===== src/design/aes_pkg.sv =====
// aes_pkg: shared types, constants and byte functions for the aes block cipher core
// no dependencies
package aes_pkg;

    // state columns and round key entries (one per round, up to 14 rounds)
    localparam int          COLUMNS  = 4;
    localparam int unsigned NB_RKEYS = 15;

    typedef struct packed {
        logic        func;
        logic [63:0] block_hi;
        logic [63:0] block_lo;
    } t_in_word;

    typedef struct packed {
        logic [63:0] result_hi;
        logic [63:0] result_lo;
    } t_out_word;

    typedef enum logic [2:0] {
        REG_MODE = 3'd0,
        REG_K3   = 3'd1,
        REG_K2   = 3'd2,
        REG_K1   = 3'd3,
        REG_K0   = 3'd4
    } t_reg_idx;

    typedef enum logic [1:0] {
        ST_IDLE = 2'd0,
        ST_KEXP = 2'd1,
        ST_RUN  = 2'd2
    } t_state;

    // control handed from the sequencer to the column cells
    typedef struct packed {
        logic load;
        logic dec;
        logic run;
        logic last;
    } t_cell_ctl;

    localparam logic [7:0] SBOX [256] = '{
        8'h63,8'h7c,8'h77,8'h7b,8'hf2,8'h6b,8'h6f,8'hc5,8'h30,8'h01,8'h67,8'h2b,8'hfe,8'hd7,8'hab,8'h76,
        8'hca,8'h82,8'hc9,8'h7d,8'hfa,8'h59,8'h47,8'hf0,8'had,8'hd4,8'ha2,8'haf,8'h9c,8'ha4,8'h72,8'hc0,
        8'hb7,8'hfd,8'h93,8'h26,8'h36,8'h3f,8'hf7,8'hcc,8'h34,8'ha5,8'he5,8'hf1,8'h71,8'hd8,8'h31,8'h15,
        8'h04,8'hc7,8'h23,8'hc3,8'h18,8'h96,8'h05,8'h9a,8'h07,8'h12,8'h80,8'he2,8'heb,8'h27,8'hb2,8'h75,
        8'h09,8'h83,8'h2c,8'h1a,8'h1b,8'h6e,8'h5a,8'ha0,8'h52,8'h3b,8'hd6,8'hb3,8'h29,8'he3,8'h2f,8'h84,
        8'h53,8'hd1,8'h00,8'hed,8'h20,8'hfc,8'hb1,8'h5b,8'h6a,8'hcb,8'hbe,8'h39,8'h4a,8'h4c,8'h58,8'hcf,
        8'hd0,8'hef,8'haa,8'hfb,8'h43,8'h4d,8'h33,8'h85,8'h45,8'hf9,8'h02,8'h7f,8'h50,8'h3c,8'h9f,8'ha8,
        8'h51,8'ha3,8'h40,8'h8f,8'h92,8'h9d,8'h38,8'hf5,8'hbc,8'hb6,8'hda,8'h21,8'h10,8'hff,8'hf3,8'hd2,
        8'hcd,8'h0c,8'h13,8'hec,8'h5f,8'h97,8'h44,8'h17,8'hc4,8'ha7,8'h7e,8'h3d,8'h64,8'h5d,8'h19,8'h73,
        8'h60,8'h81,8'h4f,8'hdc,8'h22,8'h2a,8'h90,8'h88,8'h46,8'hee,8'hb8,8'h14,8'hde,8'h5e,8'h0b,8'hdb,
        8'he0,8'h32,8'h3a,8'h0a,8'h49,8'h06,8'h24,8'h5c,8'hc2,8'hd3,8'hac,8'h62,8'h91,8'h95,8'he4,8'h79,
        8'he7,8'hc8,8'h37,8'h6d,8'h8d,8'hd5,8'h4e,8'ha9,8'h6c,8'h56,8'hf4,8'hea,8'h65,8'h7a,8'hae,8'h08,
        8'hba,8'h78,8'h25,8'h2e,8'h1c,8'ha6,8'hb4,8'hc6,8'he8,8'hdd,8'h74,8'h1f,8'h4b,8'hbd,8'h8b,8'h8a,
        8'h70,8'h3e,8'hb5,8'h66,8'h48,8'h03,8'hf6,8'h0e,8'h61,8'h35,8'h57,8'hb9,8'h86,8'hc1,8'h1d,8'h9e,
        8'he1,8'hf8,8'h98,8'h11,8'h69,8'hd9,8'h8e,8'h94,8'h9b,8'h1e,8'h87,8'he9,8'hce,8'h55,8'h28,8'hdf,
        8'h8c,8'ha1,8'h89,8'h0d,8'hbf,8'he6,8'h42,8'h68,8'h41,8'h99,8'h2d,8'h0f,8'hb0,8'h54,8'hbb,8'h16
    };

    localparam logic [7:0] ISBOX [256] = '{
        8'h52,8'h09,8'h6a,8'hd5,8'h30,8'h36,8'ha5,8'h38,8'hbf,8'h40,8'ha3,8'h9e,8'h81,8'hf3,8'hd7,8'hfb,
        8'h7c,8'he3,8'h39,8'h82,8'h9b,8'h2f,8'hff,8'h87,8'h34,8'h8e,8'h43,8'h44,8'hc4,8'hde,8'he9,8'hcb,
        8'h54,8'h7b,8'h94,8'h32,8'ha6,8'hc2,8'h23,8'h3d,8'hee,8'h4c,8'h95,8'h0b,8'h42,8'hfa,8'hc3,8'h4e,
        8'h08,8'h2e,8'ha1,8'h66,8'h28,8'hd9,8'h24,8'hb2,8'h76,8'h5b,8'ha2,8'h49,8'h6d,8'h8b,8'hd1,8'h25,
        8'h72,8'hf8,8'hf6,8'h64,8'h86,8'h68,8'h98,8'h16,8'hd4,8'ha4,8'h5c,8'hcc,8'h5d,8'h65,8'hb6,8'h92,
        8'h6c,8'h70,8'h48,8'h50,8'hfd,8'hed,8'hb9,8'hda,8'h5e,8'h15,8'h46,8'h57,8'ha7,8'h8d,8'h9d,8'h84,
        8'h90,8'hd8,8'hab,8'h00,8'h8c,8'hbc,8'hd3,8'h0a,8'hf7,8'he4,8'h58,8'h05,8'hb8,8'hb3,8'h45,8'h06,
        8'hd0,8'h2c,8'h1e,8'h8f,8'hca,8'h3f,8'h0f,8'h02,8'hc1,8'haf,8'hbd,8'h03,8'h01,8'h13,8'h8a,8'h6b,
        8'h3a,8'h91,8'h11,8'h41,8'h4f,8'h67,8'hdc,8'hea,8'h97,8'hf2,8'hcf,8'hce,8'hf0,8'hb4,8'he6,8'h73,
        8'h96,8'hac,8'h74,8'h22,8'he7,8'had,8'h35,8'h85,8'he2,8'hf9,8'h37,8'he8,8'h1c,8'h75,8'hdf,8'h6e,
        8'h47,8'hf1,8'h1a,8'h71,8'h1d,8'h29,8'hc5,8'h89,8'h6f,8'hb7,8'h62,8'h0e,8'haa,8'h18,8'hbe,8'h1b,
        8'hfc,8'h56,8'h3e,8'h4b,8'hc6,8'hd2,8'h79,8'h20,8'h9a,8'hdb,8'hc0,8'hfe,8'h78,8'hcd,8'h5a,8'hf4,
        8'h1f,8'hdd,8'ha8,8'h33,8'h88,8'h07,8'hc7,8'h31,8'hb1,8'h12,8'h10,8'h59,8'h27,8'h80,8'hec,8'h5f,
        8'h60,8'h51,8'h7f,8'ha9,8'h19,8'hb5,8'h4a,8'h0d,8'h2d,8'he5,8'h7a,8'h9f,8'h93,8'hc9,8'h9c,8'hef,
        8'ha0,8'he0,8'h3b,8'h4d,8'hae,8'h2a,8'hf5,8'hb0,8'hc8,8'heb,8'hbb,8'h3c,8'h83,8'h53,8'h99,8'h61,
        8'h17,8'h2b,8'h04,8'h7e,8'hba,8'h77,8'hd6,8'h26,8'he1,8'h69,8'h14,8'h63,8'h55,8'h21,8'h0c,8'h7d
    };

    function automatic logic [7:0] xtime(input logic [7:0] a);
        return {a[6:0], 1'b0} ^ (a[7] ? 8'h1b : 8'h00);
    endfunction

    function automatic logic [31:0] sub_word(input logic [31:0] w);
        return {SBOX[w[31:24]], SBOX[w[23:16]], SBOX[w[15:8]], SBOX[w[7:0]]};
    endfunction

endpackage


===== src/design/aes_key_mem.sv =====
// aes_key_mem: round key expansion, one word a cycle, into a memory of one entry per round
// the cipher reads a whole round key (four words) through a register; depends on aes_pkg
module aes_key_mem
    import aes_pkg::*;
(
    input  logic         i_clk,
    input  logic         i_rst_n,
    input  logic         i_start,
    input  logic [1:0]   i_mode,
    input  logic [255:0] i_key,
    input  logic [3:0]   i_rd_round,
    output logic [127:0] o_rd_key,
    output logic         o_busy
);
    // one entry per round, key word 0 of the round in the top bits
    logic [127:0] r_mem [NB_RKEYS];
    logic [5:0]  r_wp;
    logic [2:0]  r_pos;
    logic        r_busy;
    logic [7:0]  r_rcon;
    logic [31:0] r_w [8];
    logic [3:0]  r_nk;
    logic [5:0]  r_total;
    logic [31:0] n_w;
    logic [127:0] r_rd;

    // r_w holds the last nk words as a sliding window
    always_comb begin
        logic [31:0] t;
        t = r_w[r_nk[2:0] - 3'd1];
        if (r_pos == 3'd0) begin
            t = sub_word({t[23:0], t[31:24]}) ^ {r_rcon, 24'h0};
        end else if (r_nk == 4'd8 && r_pos == 3'd4) begin
            t = sub_word(t);
        end
        n_w = r_w[0] ^ t;
    end

    // the oldest window word is written to memory each cycle, until all total words are stored
    always_ff @(posedge i_clk) begin
        if (!i_rst_n) begin
            r_busy  <= 1'b1;
            r_wp    <= 6'd0;
            r_pos   <= 3'd0;
            r_rcon  <= 8'h01;
            r_nk    <= 4'd4;
            r_total <= 6'd44;
            for (int i = 0; i < 8; i++) r_w[i] <= '0;
        end else if (i_start) begin
            r_busy <= 1'b1;
            r_wp   <= 6'd0;
            r_pos  <= 3'd0;
            r_rcon <= 8'h01;
            case (i_mode)
                2'd0:    begin r_nk <= 4'd4; r_total <= 6'd44; end
                2'd1:    begin r_nk <= 4'd6; r_total <= 6'd52; end
                default: begin r_nk <= 4'd8; r_total <= 6'd60; end
            endcase
            for (int i = 0; i < 8; i++) r_w[i] <= i_key[255 - 32*i -: 32];
        end else if (r_busy) begin
            for (int i = 0; i < 7; i++) begin
                if (3'(i) == r_nk[2:0] - 3'd1) r_w[i] <= n_w;
                else                           r_w[i] <= r_w[i+1];
            end
            if (r_nk == 4'd8) r_w[7] <= n_w;
            if (r_pos == 3'(r_nk - 4'd1)) begin
                r_pos  <= 3'd0;
                r_rcon <= xtime(r_rcon);
            end else begin
                r_pos <= r_pos + 3'd1;
            end
            r_wp <= r_wp + 6'd1;
            if (r_wp == r_total - 6'd1) r_busy <= 1'b0;
        end
    end

    always_ff @(posedge i_clk) begin
        if (r_busy) begin
            r_mem[r_wp[5:2]][127 - 32 * int'(r_wp[1:0]) -: 32] <= r_w[0];
        end
        r_rd <= r_mem[i_rd_round];
    end

    assign o_rd_key = r_rd;
    assign o_busy   = r_busy || i_start;
endmodule


===== config.mk =====
export PLATFORM = sky130hd
export DESIGN_NAME = aes_key_mem
export DESIGN_NICKNAME = d
export VERILOG_FILES = /design/src/design/aes_pkg.sv /design/src/design/aes_key_mem.sv
export SDC_FILE = /design/constraint.sdc
export NUM_CORES = 2
export LEC_CHECK = 0
export ABC_CLOCK_PERIOD_IN_PS = 14700
export BUFFER_PORTS_ARGS = -buffer_cell sky130_fd_sc_hd__clkbuf_2
export CAP_MARGIN = 40
export CORE_MARGIN = 2
export CORE_UTILIZATION = 55
export DETAILED_ROUTE_END_ITERATION = 16
export PLACE_DENSITY = 0.69
export SETUP_SLACK_MARGIN = 0.2
export SLEW_MARGIN = 20
export SYNTH_ARGS = -nofsm -noshare
export SYNTH_HDL_FRONTEND = slang
export SYNTH_SLANG_ARGS = --single-unit

===== constraint.sdc =====
create_clock -name i_clk -period 14.7 [get_ports i_clk]
set_input_delay 2.94 -clock i_clk [delete_from_list [all_inputs] [get_ports i_clk]]
set_output_delay 2.94 -clock i_clk [all_outputs]
set_load 0.03 [all_outputs]

==> impl_metrics.csv <==
group,metric,value,unit
status,status,"finished, final reports clean",
global_routing,busiest_layer,"met2",
placed_design,gp_congestion,1.00,
cts,cts_tree,"done",
min_path,hp-class,"reg2reg",
worst_setup_path,cpMaxStageDelayCell,"ha_1",
floorplan,io_pins,394,
min_path,min_to,"r_w[3][29]",
worst_setup_path,cp_max_fo,43,
timing,rsz0062_at_grt,"no",
yosys,synthTopCellsByArea,"edfxtp_1, mux4_2, dfxtp_1",
placed_design,preCtsSetupSlack,6.76,ns
yosys,synth_top_area_share,62.4,%
detailed_routing,avgRoutedWirePerCell,34.4,um
global_routing,grt.total_usage,34.8,%
worst_setup_path,slowest_delay,0.97,ns
timing,drv_slew,0,
yosys,synth_flop_cell,"edfxtp_1",
worst_setup_path,rr_worst_depth,16,
timing,worst_slack,6.68,ns
cts,post_cts_resized,0,
global_routing,grt_max_degree,176,
worst_setup_path,start_kind,"flip-flop",
yosys,yosys.area.top_type,"edfxtp_1",
floorplan,die-width,440,um
cts,cts_setup_buffers,0,
cts,clkSlewWorstSetupHoldPaths,0.06,ns
detailed_routing,drt-total-wl,340000,um
worst_setup_path,required,15.39,ns
yosys,synthDistinctLibCells,95,
yosys,syn_area_per_cell,15.3,um2
floorplan,start_util,55.2,%
worst_setup_path,cp_top_family,"buffers and inverters",
detailed_routing,antenna_left,0,
global_routing,grt_overflow,0,
min_path,holdPathStages,2,
cts,clock-sinks,2327,
worst_setup_path,crit_buf_inv,4,
global_routing,grt_pass1_vias,67200,
run,cap_violations,0,
floorplan,floorplan.die.height,440,um
floorplan,placementRows,160,
worst_setup_path,crit_type,"reg2reg",
yosys,synth_nets,7187,
cts,hold_buffers,0,
timing,fin_tns_setup,0,ns
power_and_ir_drop,ir_worst_vdd,0.0969,mV
min_path,worstHoldStart,"r_w[4][29]",
timing,max_freq,125,MHz
cells_and_area,synthToLayoutAreaGrowth,12.5,%
global_routing,met2_usage,53.9,%
floorplan,dieArea,194000,um2
detailed_routing,post-route-drc-count,0,
global_routing,grt.met1_usage,46.6,%
detailed_routing,drt_iter0_drc,10300,
worst_setup_path,endpoint_kind,"flip-flop",
worst_setup_path,crit_arrival,8.71,ns
yosys,yosysSeqAreaShare,65.3,%
floorplan,coreArea,190000,um2
timing,hold_ws,0.526,ns
global_routing,met3_usage,7.66,%
timing,hold_violations,0,
cts,root_buffer,"clkbuf_16",
timing,period_share,54.5,%
cts,worstSkewPairLatency,0.89,ns
yosys,synth.ff_latch_count,2327,
yosys,yosysMostFrequentCell,"edfxtp_1",
yosys,syn_inst,6856,
worst_setup_path,crit_chain,"inv_2, ha_4, buf_4, mux4_2, inv_1, ha_1, clkinv_1, nand2_1, and3_1, o21ai_0, a221o_1, o211ai_1, a221oi_1, xnor2_1, mux2i_1, o21ai_0",
cts,cts_max_path_buffers,3,
timing,worst_pin_slew,1.06,ns
yosys,async_flop_share,0,%
yosys,synth_edf_count,2176,
detailed_routing,drt_first_pass_iters,7,
timing,fin_crit,8.02,ns
detailed_routing,vias,68900,
yosys,synth_area,105000,um2
power_and_ir_drop,power_density,137,nW/um2
placed_design,dp_hpwl,206000,um
cts,numCtsBuffers,220,
worst_setup_path,r2r_end,"r_w[1][5]",
worst_setup_path,rrSetupSlack,6.68,ns
timing,worst_clock_skew,0.0705,ns
detailed_routing,vias_per_cell,6.98,
timing,max_slew_margin,29.7,%
placed_design,port_buffers,393,
worst_setup_path,critPathMostFrequentCell,"o21ai_0",
cells_and_area,layout-drive-gt1-share,23.1,%
cells_and_area,nNetsFinal,7454,
yosys,ys.warnings.count,0,
power_and_ir_drop,power.leakage,39.8,nW
global_routing,grt_pass1_wl,483000,um
cts,h-tree-depth,4,
global_routing,antenna_found_initial,38,
timing,final-setup-viol-count,0,
worst_setup_path,r2r_start,"r_nk[1]",
yosys,synth_common_cells,"edfxtp_1, mux4_2, o21ai_0",
worst min-delay path, stage by stage (launching register included):
cell      delay (ns)
edfxtp_1        0.32
a32oi_1         0.10
nand2_1         0.06
cells in the final DEF (no fill, tap or decap), types with 148 or more instances in the layout:
cell type,netlist,final
a21oi_1,208,208
buf_4,11,193
clkbuf_16,0,223
clkbuf_2,0,388
dfxtp_1,151,148
edfxtp_1,2176,2176
mux2i_1,241,241
mux4_2,531,528
nand2_1,381,380
nor2_1,328,268
o21ai_0,406,405
per-stage QoR:
stage / power (mW) / util (%) / cells / instance area (um2)
3_5_place_dp: 10.4 / 58.1 / 9406 / 110000
2_1_floorplan: 9.27 / - / 6856 / 105000
3_3_place_gp: 10.4 / 57.7 / 9357 / 109000
4_1_cts: 16.1 / 62.0 / 9825 / 118000
5_1_grt: 16.6 / 62.1 / 9849 / 118000
6_report: 16.2 / 62.2 / 9877 / 118000
where the power goes:
part | internal, mW | switching (mW)
logic | 0.933 | 2.06
registers | 7.30 | 0.0829
clock network | 3.33 | 2.46
kinds of logic (layout without fill, tap and decap cells):
family          count (synthesis)  count (layout)  share of synthesized area, %
flops                        2327            2327                          65.3
compound gates               1545            1545                          10.2
simple gates                 1388            1388                          6.48
mux                           817             817                          14.2
fa+ha+maj                      66              66                         0.789
xor+xnor                       61              61                         0.510
buf+inv                       652            1116                          2.53
other cells                     0              46                             0
metal layers:
| metal | up-vias | part of all wire, % |
|---|---|---|
| li1 | 28300 | - |
| met4 | 10 | 5.8 |
| met3 | 924 | 11 |
| met1 | 35000 | 37 |
| met5 | - | 0.033 |
| met2 | 4756 | 46 |
registers in the layout, summed over array words and instances (netlist names):
| register | cells |
|---|---|
| r_total | 2 |
| r_pos | 3 |
| r_wp | 6 |
| r_mem | 1920 |
| r_busy | 1 |
| o_rd_key | 128 |
| r_nk | 3 |
| r_w | 256 |
| r_rcon | 8 |
area by class of cell:
type | instances | area (um2)
clock inverters | 111 | 1260
multi-input cells | 3877 | 34200
inverters | 61 | 229
clock buffers | 308 | 6180
well taps | 2511 | 3140
fillers | 13600 | 71700
flip-flops and latches | 2327 | 68400
repair buffers | 636 | 4300
diodes | 46 | 115
worst max-delay path by stage:
stage | startpoint | to | slack (ns) | depth (start not counted)
final | r_nk[1] | r_w[1][5] | 6.68 | 16
after global routing | r_nk[1] | r_w[5][5] | 6.58 | 16
after floorplan | i_start | o_busy | 8.06 | 3
after detailed placement | r_nk[1] | r_w[1][8] | 6.76 | 17
after global placement | r_nk[1] | r_w[5][2] | 7.03 | 16
after CTS | r_nk[1] | r_w[1][8] | 6.68 | 17
No activity file was read; power rests on OpenSTA's default activity.
